## src/rtl/brb_pkg.sv

```systemverilog
// shared types, codes and ring pointer helpers for the byte ring line extractor
package brb_pkg;

    localparam int DEPTH  = 64;
    localparam int AW     = $clog2(DEPTH);
    localparam int LVL_W  = 6;

    // request codes
    localparam logic [2:0] REQ_PUSH   = 3'd0;
    localparam logic [2:0] REQ_POP    = 3'd1;
    localparam logic [2:0] REQ_DETECT = 3'd2;
    localparam logic [2:0] REQ_TAKE   = 3'd3;
    localparam logic [2:0] REQ_READ   = 3'd4;

    // status codes
    localparam logic [1:0] STAT_OK       = 2'd0;
    localparam logic [1:0] STAT_EMPTY    = 2'd1;
    localparam logic [1:0] STAT_NOTFOUND = 2'd2;

    typedef struct packed {
        logic [2:0] req_type;
        logic [7:0] push_byte;
        logic [7:0] delim_char;
        logic [5:0] read_count;
    } t_req;

    typedef struct packed {
        logic [7:0] out_byte;
        logic       has_byte;
        logic       found;
        logic [5:0] line_length;
        logic [1:0] status;
        logic       dropped;
        logic [5:0] level;
        logic       last;
    } t_rsp;

    // (a + b) mod DEPTH, both below DEPTH
    function automatic logic [AW-1:0] ptr_add(input logic [AW-1:0] a,
                                              input logic [AW-1:0] b);
        logic [AW:0] s;
        s = {1'b0, a} + {1'b0, b};
        if (s >= (AW+1)'(DEPTH)) begin
            s = s - (AW+1)'(DEPTH);
        end
        return s[AW-1:0];
    endfunction

    function automatic logic [AW-1:0] ptr_inc(input logic [AW-1:0] a);
        return (a == AW'(DEPTH - 1)) ? '0 : a + AW'(1);
    endfunction

    // bytes held between tail and head
    function automatic logic [LVL_W-1:0] ring_level(input logic [AW-1:0] head,
                                                    input logic [AW-1:0] tail);
        logic [AW:0] d;
        if (head >= tail) begin
            d = {1'b0, head} - {1'b0, tail};
        end else begin
            d = {1'b0, head} + (AW+1)'(DEPTH) - {1'b0, tail};
        end
        return LVL_W'(d);
    endfunction

endpackage

```

## src/rtl/brb_store.sv

```systemverilog
// byte storage of the ring: one write port, one registered read port
module brb_store (
    input  logic                   i_clk,
    input  logic                   i_we,
    input  logic [brb_pkg::AW-1:0] i_waddr,
    input  logic [7:0]             i_wdata,
    input  logic                   i_re,
    input  logic [brb_pkg::AW-1:0] i_raddr,
    output logic [7:0]             o_rdata
);

    logic [7:0] r_mem [brb_pkg::DEPTH];
    logic [7:0] r_rdata;

    always_ff @(posedge i_clk) begin
        if (i_we) begin
            r_mem[i_waddr] <= i_wdata;
        end
        if (i_re) begin
            r_rdata <= r_mem[i_raddr];
        end
    end

    assign o_rdata = r_rdata;

endmodule

```

## src/rtl/byte_ring_buffer_line_extract_top.sv

```systemverilog
// top level of the byte ring with delimiter search and line extraction
// Receive byte ring of 64 entries holding at most 63 bytes (one slot stays empty);
// a push on a full ring drops the oldest byte and flags it. Requests are taken one
// at a time: o_req_stall is low only while the sequencer is idle. Every request
// sends at least one word out; pop, take-line and read-count send one word per
// removed byte, the final one marked by last. Timing is set by the byte memory with
// its registered read, walked by one pointer adder and one byte comparator. A detect
// reads and then compares each held byte from the tail in turn (at most 63 bytes)
// until the delimiter or the end; a removal reads each byte from the tail and then
// sends it out; a take-line first searches and then removes the line. Output stall
// only stretches a request; a finished word waits in the output register while the
// next request is accepted.
module byte_ring_buffer_line_extract_top (
    input  logic           i_clk,
    input  logic           i_rst_n,
    input  logic           i_req_valid,
    output logic           o_req_stall,
    input  brb_pkg::t_req  i_req,
    output logic           o_rsp_valid,
    input  logic           i_rsp_stall,
    output brb_pkg::t_rsp  o_rsp
);

    typedef enum logic [2:0] {
        S_IDLE,
        S_SR_RD,
        S_SR_CMP,
        S_DR_RD,
        S_DR_OUT,
        S_EMIT
    } t_state;

    t_state                         r_state, n_state;
    logic [brb_pkg::AW-1:0]         r_head, n_head;
    logic [brb_pkg::AW-1:0]         r_tail, n_tail;
    logic [brb_pkg::AW-1:0]         r_off, n_off;     // search offset from tail
    logic [brb_pkg::AW-1:0]         r_cnt, n_cnt;     // bytes left to remove
    logic [2:0]                     r_type, n_type;
    logic [7:0]                     r_delim, n_delim;
    logic                           r_fd, n_fd;
    logic [5:0]                     r_len, n_len;
    logic [brb_pkg::LVL_W-1:0]      r_lvl, n_lvl;     // level after the request
    brb_pkg::t_rsp                  r_pend, n_pend;   // single-word answer
    logic                           r_out_valid, n_out_valid;
    brb_pkg::t_rsp                  r_out, n_out;

    logic                           w_acc;
    logic                           w_out_free;
    logic                           w_load;
    logic [brb_pkg::LVL_W-1:0]      w_level;
    logic                           w_we, w_re;
    logic [brb_pkg::AW-1:0]         w_waddr, w_raddr;
    logic [7:0]                     w_rdata;
    logic [brb_pkg::AW-1:0]         w_head_inc;
    logic [brb_pkg::LVL_W:0]        w_take;
    logic [brb_pkg::LVL_W:0]        w_off_nx;

    brb_store u_store (
        .i_clk   (i_clk),
        .i_we    (w_we),
        .i_waddr (w_waddr),
        .i_wdata (i_req.push_byte),
        .i_re    (w_re),
        .i_raddr (w_raddr),
        .o_rdata (w_rdata)
    );

    assign o_req_stall = (r_state != S_IDLE);
    assign w_acc       = i_req_valid && !o_req_stall;
    assign w_out_free  = !r_out_valid || !i_rsp_stall;
    assign w_level     = brb_pkg::ring_level(r_head, r_tail);
    assign w_head_inc  = brb_pkg::ptr_inc(r_head);
    assign w_off_nx    = {1'b0, brb_pkg::LVL_W'(r_off)} + (brb_pkg::LVL_W+1)'(1);

    // read-count takes the smaller of the request and the level
    assign w_take = ({1'b0, i_req.read_count} < {1'b0, w_level}) ?
                    {1'b0, i_req.read_count} : {1'b0, w_level};

    always_comb begin
        n_state     = r_state;
        n_head      = r_head;
        n_tail      = r_tail;
        n_off       = r_off;
        n_cnt       = r_cnt;
        n_type      = r_type;
        n_delim     = r_delim;
        n_fd        = r_fd;
        n_len       = r_len;
        n_lvl       = r_lvl;
        n_pend      = r_pend;
        n_out       = r_out;
        w_load      = 1'b0;
        w_we        = 1'b0;
        w_re        = 1'b0;
        w_waddr     = r_head;
        w_raddr     = r_tail;

        unique case (r_state)
            S_IDLE: begin
                if (w_acc) begin
                    n_type        = i_req.req_type;
                    n_delim       = i_req.delim_char;
                    n_pend        = '0;
                    n_pend.last   = 1'b1;
                    n_pend.level  = w_level;
                    n_fd          = 1'b0;
                    n_len         = '0;
                    n_off         = '0;
                    n_state       = S_EMIT;
                    unique case (i_req.req_type) inside
                        brb_pkg::REQ_PUSH: begin
                            w_we   = 1'b1;
                            n_head = w_head_inc;
                            if (w_head_inc == r_tail) begin
                                // full: oldest byte goes
                                n_tail         = brb_pkg::ptr_inc(r_tail);
                                n_pend.dropped = 1'b1;
                            end else begin
                                n_pend.level = w_level + brb_pkg::LVL_W'(1);
                            end
                        end
                        brb_pkg::REQ_POP: begin
                            if (w_level == '0) begin
                                n_pend.status = brb_pkg::STAT_EMPTY;
                            end else begin
                                n_cnt   = brb_pkg::AW'(1);
                                n_lvl   = w_level - brb_pkg::LVL_W'(1);
                                n_state = S_DR_RD;
                            end
                        end
                        brb_pkg::REQ_DETECT, brb_pkg::REQ_TAKE: begin
                            if (w_level == '0) begin
                                n_pend.status = brb_pkg::STAT_EMPTY;
                            end else begin
                                n_state = S_SR_RD;
                            end
                        end
                        brb_pkg::REQ_READ: begin
                            if (w_take == '0) begin
                                n_pend.status = (w_level == '0) ?
                                                brb_pkg::STAT_EMPTY : brb_pkg::STAT_OK;
                            end else begin
                                n_cnt   = brb_pkg::AW'(w_take);
                                n_lvl   = w_level - brb_pkg::LVL_W'(w_take);
                                n_state = S_DR_RD;
                            end
                        end
                        default: begin
                            // unused codes answer with the level only
                        end
                    endcase
                end
            end
            S_SR_RD: begin
                w_re    = 1'b1;
                w_raddr = brb_pkg::ptr_add(r_tail, r_off);
                n_state = S_SR_CMP;
            end
            S_SR_CMP: begin
                if (w_rdata == r_delim) begin
                    if (r_type == brb_pkg::REQ_TAKE) begin
                        n_cnt   = brb_pkg::AW'(w_off_nx);
                        n_fd    = 1'b1;
                        n_len   = 6'(w_off_nx);
                        n_lvl   = w_level - brb_pkg::LVL_W'(w_off_nx);
                        n_state = S_DR_RD;
                    end else begin
                        n_pend.found = 1'b1;
                        n_state      = S_EMIT;
                    end
                end else if (w_off_nx == {1'b0, w_level}) begin
                    n_pend.status = brb_pkg::STAT_NOTFOUND;
                    n_state       = S_EMIT;
                end else begin
                    n_off   = brb_pkg::AW'(w_off_nx);
                    n_state = S_SR_RD;
                end
            end
            S_DR_RD: begin
                w_re    = 1'b1;
                w_raddr = r_tail;
                n_state = S_DR_OUT;
            end
            S_DR_OUT: begin
                if (w_out_free) begin
                    w_load            = 1'b1;
                    n_out             = '0;
                    n_out.out_byte    = w_rdata;
                    n_out.has_byte    = 1'b1;
                    n_out.found       = r_fd;
                    n_out.line_length = r_len;
                    n_out.status      = brb_pkg::STAT_OK;
                    n_out.level       = r_lvl;
                    n_out.last        = (r_cnt == brb_pkg::AW'(1));
                    n_tail            = brb_pkg::ptr_inc(r_tail);
                    n_cnt             = r_cnt - brb_pkg::AW'(1);
                    n_state           = (r_cnt == brb_pkg::AW'(1)) ? S_IDLE : S_DR_RD;
                end
            end
            S_EMIT: begin
                if (w_out_free) begin
                    w_load  = 1'b1;
                    n_out   = r_pend;
                    n_state = S_IDLE;
                end
            end
            default: begin
                n_state = S_IDLE;
            end
        endcase

        // output register: filled on load, emptied when taken
        if (w_load) begin
            n_out_valid = 1'b1;
        end else if (!i_rsp_stall) begin
            n_out_valid = 1'b0;
        end else begin
            n_out_valid = r_out_valid;
        end
    end

    always_ff @(posedge i_clk) begin
        if (!i_rst_n) begin
            r_state     <= S_IDLE;
            r_head      <= '0;
            r_tail      <= '0;
            r_out_valid <= 1'b0;
        end else begin
            r_state     <= n_state;
            r_head      <= n_head;
            r_tail      <= n_tail;
            r_out_valid <= n_out_valid;
        end
        r_off   <= n_off;
        r_cnt   <= n_cnt;
        r_type  <= n_type;
        r_delim <= n_delim;
        r_fd    <= n_fd;
        r_len   <= n_len;
        r_lvl   <= n_lvl;
        r_pend  <= n_pend;
        r_out   <= n_out;
    end

    assign o_rsp_valid = r_out_valid;
    assign o_rsp       = r_out;

    // a push always leaves at least one byte held
    a_push_nonempty: assert property (@(posedge i_clk) disable iff (!i_rst_n)
        (w_acc && i_req.req_type == brb_pkg::REQ_PUSH) |=> (w_level != '0))
        else $error("ring empty after push");

    // removal never starts with nothing left to remove
    a_drain_cnt: assert property (@(posedge i_clk) disable iff (!i_rst_n)
        (r_state == S_DR_RD) |-> (r_cnt != '0))
        else $error("drain with zero count");

    // the search never walks past the held bytes
    a_search_bound: assert property (@(posedge i_clk) disable iff (!i_rst_n)
        (r_state == S_SR_CMP) |-> ({1'b0, brb_pkg::LVL_W'(r_off)} < {1'b0, w_level}))
        else $error("search offset beyond level");

    // the last word of a request returns the sequencer to idle
    a_last_idle: assert property (@(posedge i_clk) disable iff (!i_rst_n)
        (w_load && n_out.last) |=> (r_state == S_IDLE))
        else $error("last word without return to idle");

endmodule

```

## config.mk

```make
export PLATFORM = sky130hd
export DESIGN_NAME = byte_ring_buffer_line_extract_top
export DESIGN_NICKNAME = d
export VERILOG_FILES = /design/src/rtl/brb_pkg.sv /design/src/rtl/brb_store.sv /design/src/rtl/byte_ring_buffer_line_extract_top.sv
export SDC_FILE = /design/constraint.sdc
export NUM_CORES = 1
export LEC_CHECK = 0
export BUFFER_PORTS_ARGS = -buffer_cell sky130_fd_sc_hd__buf_2
export CORE_ASPECT_RATIO = 0.6
export CORE_UTILIZATION = 45
export CTS_CLUSTER_SIZE = 24
export DETAILED_ROUTE_END_ITERATION = 8
export PLACE_DENSITY = 0.72
export SYNTH_ARGS = -nofsm -noshare
export SYNTH_HDL_FRONTEND = slang
export SYNTH_HIERARCHICAL = 1
export SYNTH_SLANG_ARGS = --single-unit
export TNS_END_PERCENT = 10
```

## constraint.sdc

```tcl
create_clock -name i_clk -period 7.56 [get_ports i_clk]
set_input_delay 2.268 -clock i_clk [delete_from_list [all_inputs] [get_ports i_clk]]
set_output_delay 2.268 -clock i_clk [all_outputs]
set_load 0.1 [all_outputs]
```

Yosys cells after proc, flatten, opt, wreduce, memory -nomap -nowiden
Memories as Yosys holds them, arrays and structs flattened. A register that Yosys moved wholly into a read port is not among the register bits.
Index checks and enable logic that the tools add are counted.
- bits in registers: 88
- bits in writable memories: 512
- bits of input ports: 29
- output and inout port bits: 28
- word-level logic and storage cells: 173
- memories kept: 1
- add/sub/neg operators: 13
- $lt $le $gt $ge: 3
- equal/unequal tests: 31
- muxes and demuxes: 73
- reduce and logical (&&, ||, !) cells: 29
- memories (name ; depth ; bits a word ; rd ports ; clocked after memory_dff ; wr ports ; line ; text):
    u_store.r_mem ; 64 ; 8 ; 1 ; 1 ; 1 ; brb_store.sv:12 ; logic [7:0] r_mem [brb_pkg::DEPTH];
- operators with widths (cell ; number):
    $mux W6 ; 25
    $pmux W6 S2 ; 6
    $mux W26 ; 2
    $pmux W26 S2 ; 1
    $mux W3 ; 9
    $add A6 B1 Y6 const B ; 4
    $sub A6 B6 Y6 ; 4
    $ne A2 B2 Y1 const B ; 11
    $pmux W3 S6 ; 1
    $pmux W6 S3 ; 1
    $sub A6 B1 Y6 const B ; 3
    $mux W1 ; 17
    $mux W17 ; 1
    $reduce_and A4 Y1 ; 4
    $eq A3 B2 Y1 const B ; 5
    $eq A6 B6 Y1 const B ; 2
    $eq A3 B3 Y1 const B ; 3
    $ne A3 B3 Y1 const B ; 3
    $pmux W3 S3 ; 1
    $reduce_and A3 Y1 ; 3
    $eq A8 B8 Y1 ; 1
    $mux W2 ; 4
    $pmux W2 S2 ; 2
    $reduce_and A8 Y1 ; 1
    25 further kinds ; 35

Longest topological paths before layout
- depth in word-level cells: 10
- depth in mapped cells: 25

By module
Netlist, hierarchy kept.
- by module, submodules not included (module ; instances ; cells an instance ; area an instance (sq um) ; sequential area each (sq um)):
    brb_store ; 1 ; 967 ; 20318.2 ; 15615.0
    byte_ring_buffer_line_extract_top ; 1 ; 500 ; 5222.5 ; 2482.4

Worst setup path after synthesis
Ideal clock, no wire load.
- path type: input -> register
- start point: input i_req[3] (netlist bit)
- end point: register r_lvl[5] (netlist bit) (data pin)
- library setup time: 0.258 ns
- arrival: 4.723 ns
- required time: 7.302 ns
- path slack: 2.579 ns
- cell stages on the path: 15
- buffers on the path: 0
- path through: ha_1 > a2111oi_0 > a21oi_1 > mux2i_1 > nor2_1 > or2_2 > inv_1 > ha_1 > nor2b_1 > o21ai_0 > nand2b_1 > a21o_1 > a21oi_1 > xnor2_1 > xnor2_1
- longest elaborated chain between the ends: 7
- ends and longest elaborated chain (item ; line ; text):
    start: declaration ; byte_ring_buffer_line_extract_top.sv:18 ; input brb_pkg::t_req i_req,
    $lt A6 B6 Y1 ; byte_ring_buffer_line_extract_top.sv:76 ; assign w_take = ({1'b0, i_req.read_count} < {1'b0, w_level}) ?
    $mux W6 (*) ; byte_ring_buffer_line_extract_top.sv:76 ;
    $sub A6 B6 Y6 (*) ; byte_ring_buffer_line_extract_top.sv:144 ; n_lvl = w_level - brb_pkg::LVL_W'(w_take);
    $mux W6 (*) ; byte_ring_buffer_line_extract_top.sv:139 ; if (w_take == '0) begin
    $pmux W6 S2 (*) ; byte_ring_buffer_line_extract_top.sv:110 ; unique case (i_req.req_type) inside
    $mux W6 (*) ; byte_ring_buffer_line_extract_top.sv:100 ; if (w_acc) begin
    $pmux W6 S2 (*) ; byte_ring_buffer_line_extract_top.sv:98 ; unique case (r_state)
    net n_lvl (one bit) ; byte_ring_buffer_line_extract_top.sv:42 ; logic [brb_pkg::LVL_W-1:0] r_lvl, n_lvl;
    end signal: assignment ; byte_ring_buffer_line_extract_top.sv:240 ; r_lvl <= n_lvl;
    end: declaration ; byte_ring_buffer_line_extract_top.sv:42 ;
Mark *: on every way through the listed nets, which the timed path passes. The rest lies on a longest branch. The select of a mux whose other input is x is not followed.
A chain may end at the register's enable or synchronous reset.

Worst setup path after layout
- start point: register r_head[0] (netlist bit)
- end point: register r_lvl[5] (netlist bit) (data pin)
- longest elaborated chain between the ends: 10
- elaborated cells between the ends (all ways): 17
- classes of those cells: add/sub: 6; order compare: 2; mux: 9
- ends and longest elaborated chain (item ; line ; text):
    start: declaration ; byte_ring_buffer_line_extract_top.sv:34 ; logic [brb_pkg::AW-1:0] r_head, n_head;
    start signal: assignment ; byte_ring_buffer_line_extract_top.sv:230 ; r_head <= n_head;
    $add A6 B1 Y6 ; brb_pkg.sv:60 ; d = {1'b0, head} + (AW+1)'(DEPTH) - {1'b0, tail};
    $sub A6 B6 Y6 ; brb_pkg.sv:60 ;
    $mux W6 (*) ; brb_pkg.sv:57 ; if (head >= tail) begin
    $lt A6 B6 Y1 ; byte_ring_buffer_line_extract_top.sv:76 ;
    $mux W6 ; byte_ring_buffer_line_extract_top.sv:76 ;
    $sub A6 B6 Y6 ; byte_ring_buffer_line_extract_top.sv:144 ;
    $mux W6 ; byte_ring_buffer_line_extract_top.sv:139 ;
    $pmux W6 S2 ; byte_ring_buffer_line_extract_top.sv:110 ;
    $mux W6 ; byte_ring_buffer_line_extract_top.sv:100 ;
    $pmux W6 S2 (*) ; byte_ring_buffer_line_extract_top.sv:98 ;
    net n_lvl (one bit) ; byte_ring_buffer_line_extract_top.sv:42 ;
Marked as above.

==> impl_metrics.ini <==
[worst_setup_path]
critPathKind = register to register
cpMostUsedCell = inv_1
cp_max_fo = 27
crit_slowest_cell = dfxtp_1
r2r_end = r_lvl[5]
crit_required_ns = 7.88
crit_path_max_incr_delay_ns = 0.87
crit_path_start_kind = register
worst_setup_path_end_kind = register
worstReg2RegStart = r_head[0]
r2r_slack_ns = 1.94
path_cells = inv_1, ha_1, inv_1, fa_1, nand3_1, nand2_1, xnor2_4, inv_1, ha_1, o21a_1, nor2_1, a21oi_1, mux2i_1, nor2_1, or2_2, inv_1, ha_1, nor2b_1, o21ai_0, nand2b_1, a21o_1, a21oi_1, xnor2_1, xnor2_1
arrival_ns = 5.95
r2r_cells = 24

[timing]
finalSetupViolCount = 0
max_freq_mhz = 178
report.final.slew_viol_count = 0
hold_viol = 0
finClkSkew_ns = 0.0197
fin_crit_sh = 0.744
period_needed_ns = 5.62
rsz0062_at_grt = no
worst_pin_slew_ns = 1.30
slew_headroom = 0.129
setup_tns_ns = 0

[grt]
grt_max_degree = 82
track_usage = 0.209
grt_pass1_vias = 13421
antenna_found_initial = 2
grt-ovfl-total = 0
grt_pass1_wl_um = 89000

[run]
drv_cap = 0

[clock_network]
post_cts_buffers = 0
cts_buffers = 53
clock_sinks = 608
clk_pin_slew_ns = 0.07
postCtsHoldBufs = 0
root_buffer = clkbuf_16
clockBufferDepth = 3
cts_tree = yes
cts_resized = 0
h-tree-depth = 2
clk_latency_ns = 0.58

[yosys]
syn-cell-area_um2 = 25500
seq_area_frac_synth = 0.709
syn_inst = 1467
postSynthAreaPerCell_um2 = 17.4
synthesis.nets = 1527
yosysWarningCount = 6
synth_edf_count = 592
ys_async_sr_fraction = 0
synth-seq-cells = 608
synth_ff_type = edfxtp_1
synth_cell_type_count = 77

[layout]
area_growth_pct = 11.4
drive_gt1_frac = 0.206
final_nets = 1592
most-common-layout-cells = 592 x edfxtp_1, 121 x nor2_1, 119 x mux4_2, 56 x nand2_1, 56 x buf_2
postLayoutCellArea_um2 = 28400
final_common_cell = edfxtp_1
n_antenna_cell = 0

[power_and_ir_drop]
p_per_area_nw_per_um2 = 367
p_int_mw = 6.90
power_switching_mw = 3.53
p_sw_frac = 0.338
pwr-share-seq = 0.392
clockPowerShare = 0.271
vdd_ir_drop_max_uv = 259
pwr-share-comb = 0.337
p_leak_nw = 8.98

[place]
hpwl_um = 39500
io_buffers = 56
place.gp.congestion = 0.937
post_dp_cell_area_um2 = 26600

[floorplan]
dieArea_um2 = 57700
start_util = 0.457
die_w_um = 310
core_um2 = 55900
num_io_pins = 57
die_y_um = 187
core.rowCount = 67

[routing]
drtIter0Drc = 1954
drc = 0
dr.pass1.iters = 6
via_per_inst = 6.04
antenna_left = 0
top_layer = met5
wl_met1_um = 27600
num_vias = 14107
wire_per_inst_um = 25.6
met2_length_um = 23600
dr_wl_met3_um = 7810
wirelength_um = 59900

[hold_path]
min_from = r_len[1]
whs_endpoint = o_rsp[11]
hold_path.class = register to register
whs_path_depth = 1

[status]
status = completed
==> final cells by class <==
type / count / area (um^2)
inverters: 34 / 128
well taps: 759 / 950
flip-flops and latches: 608 / 18100
clock buffers: 59 / 1390
repair buffers: 80 / 473
clock inverters: 40 / 425
fillers: 4489 / 27500
multi-input cells: 755 / 6980
==> worst max-delay path by stage <==
| stage | start | end | slack (ns) | depth (start not counted) |
|---|---|---|---|---|
| floorplan | i_req[3] | r_lvl[5] | 2.58 | 15 |
| global placement | i_req[1] | r_lvl[5] | 1.70 | 17 |
| detailed placement | i_req[1] | r_lvl[5] | 1.72 | 17 |
| CTS | r_head[0] | r_lvl[5] | 2.00 | 24 |
| global route | r_head[0] | r_lvl[5] | 1.52 | 24 |
| finish | r_head[0] | r_lvl[5] | 1.94 | 24 |
==> Yosys cell counts (all sizes together) (4+ instances only) <==
| cell | n | area [um^2] |
|---|---|---|
| edfxtp | 592 | 17800 |
| nor2 | 121 | 454 |
| mux4 | 119 | 2680 |
| nand2 | 56 | 210 |
| clkbuf | 38 | 143 |
| a21oi | 37 | 185 |
| nand3 | 36 | 180 |
| mux2i | 34 | 340 |
| inv | 33 | 124 |
| buf | 32 | 260 |
| xnor2 | 32 | 325 |
| ha | 28 | 350 |
| nor3 | 27 | 135 |
| o22ai | 20 | 131 |
| o21ai | 19 | 95.1 |
| a22oi | 18 | 135 |
| and2 | 17 | 106 |
| nor2b | 17 | 109 |
| dfxtp | 16 | 320 |
| mux2 | 15 | 169 |
| nand2b | 11 | 68.8 |
| a31oi | 10 | 62.6 |
| xor2 | 10 | 87.6 |
| and3 | 9 | 56.3 |
| a2111oi | 7 | 86.3 |
| a211o | 7 | 61.3 |
| a211oi | 7 | 65.1 |
| nand4 | 7 | 43.8 |
| o21a | 7 | 52.6 |
| o221ai | 7 | 61.3 |
| or2 | 7 | 46.3 |
| a21o | 6 | 45.0 |
| or3 | 6 | 37.5 |
| nand3b | 5 | 37.5 |
| nor4 | 5 | 31.3 |
| a221o | 4 | 40.0 |
| o22a | 4 | 35.0 |
| o31ai | 4 | 30.0 |
==> metal layers <==
layer	track usage	vias to the layer above
li1	-	5988
met1	0.354	7199
met2	0.264	843
met3	0.0601	75
met4	0.0343	2
met5	0	-
==> registers in the layout, summed over array words and instances, names as in the netlist <==
| signal | flops |
|---|---|
| o_rsp | 26 |
| o_rsp_valid | 1 |
| r_cnt | 6 |
| r_delim | 8 |
| r_fd | 1 |
| r_head | 6 |
| r_len | 6 |
| r_lvl | 6 |
| r_off | 6 |
| r_pend | 10 |
| r_state | 3 |
| r_tail | 6 |
| r_type | 3 |
| u_store/o_rdata | 8 |
| u_store/r_mem | 512 |
==> through the flow <==
step	setup slack (ns)	utilization	power [mW]	hold WS, ns	instances
detailed placement	1.72	0.476	7.64	0.508	2236
global route	1.52	0.509	10.8	0.549	2335
finish	1.94	0.509	10.4	0.525	2335
global placement	1.70	0.476	7.60	0.507	2236
CTS	2.00	0.509	10.4	0.526	2335
floorplan	2.58	-	6.72	0.497	1467
==> power groups by stage <==
| stage | registers, mW | clock network [mW] | logic (mW) |
|---|---|---|---|
| 2_1_floorplan | 4.43 | 0 | 2.29 |
| 4_1_cts | 4.09 | 2.86 | 3.49 |
| 3_5_place_dp | 4.17 | 0 | 3.47 |
| 6_report | 4.09 | 2.82 | 3.52 |
| 3_3_place_gp | 4.16 | 0 | 3.44 |
| 5_1_grt | 4.11 | 2.99 | 3.73 |
==> logic make-up (layout without fill, tap and decap cells) <==
kind of cell | after synthesis | in the layout | share of synthesized area
flops | 608 | 608 | 0.709
simple gates | 339 | 339 | 0.0650
xor+xnor | 42 | 42 | 0.0162
compound gates | 175 | 175 | 0.0485
fa+ha+maj | 31 | 31 | 0.0161
buf+inv | 104 | 213 | 0.0208
mux | 168 | 168 | 0.125
==> critical path, delay by kind of cell (launching register included) <==
kind,cells,cell delay (ns)
compound gates,5,1.41
buf+inv,4,0.40
flops,1,0.87
simple gates,7,0.95
mux,1,0.29
fa+ha+maj,4,1.01
xor+xnor,3,0.44
Power figures use the tool's default switching activity.
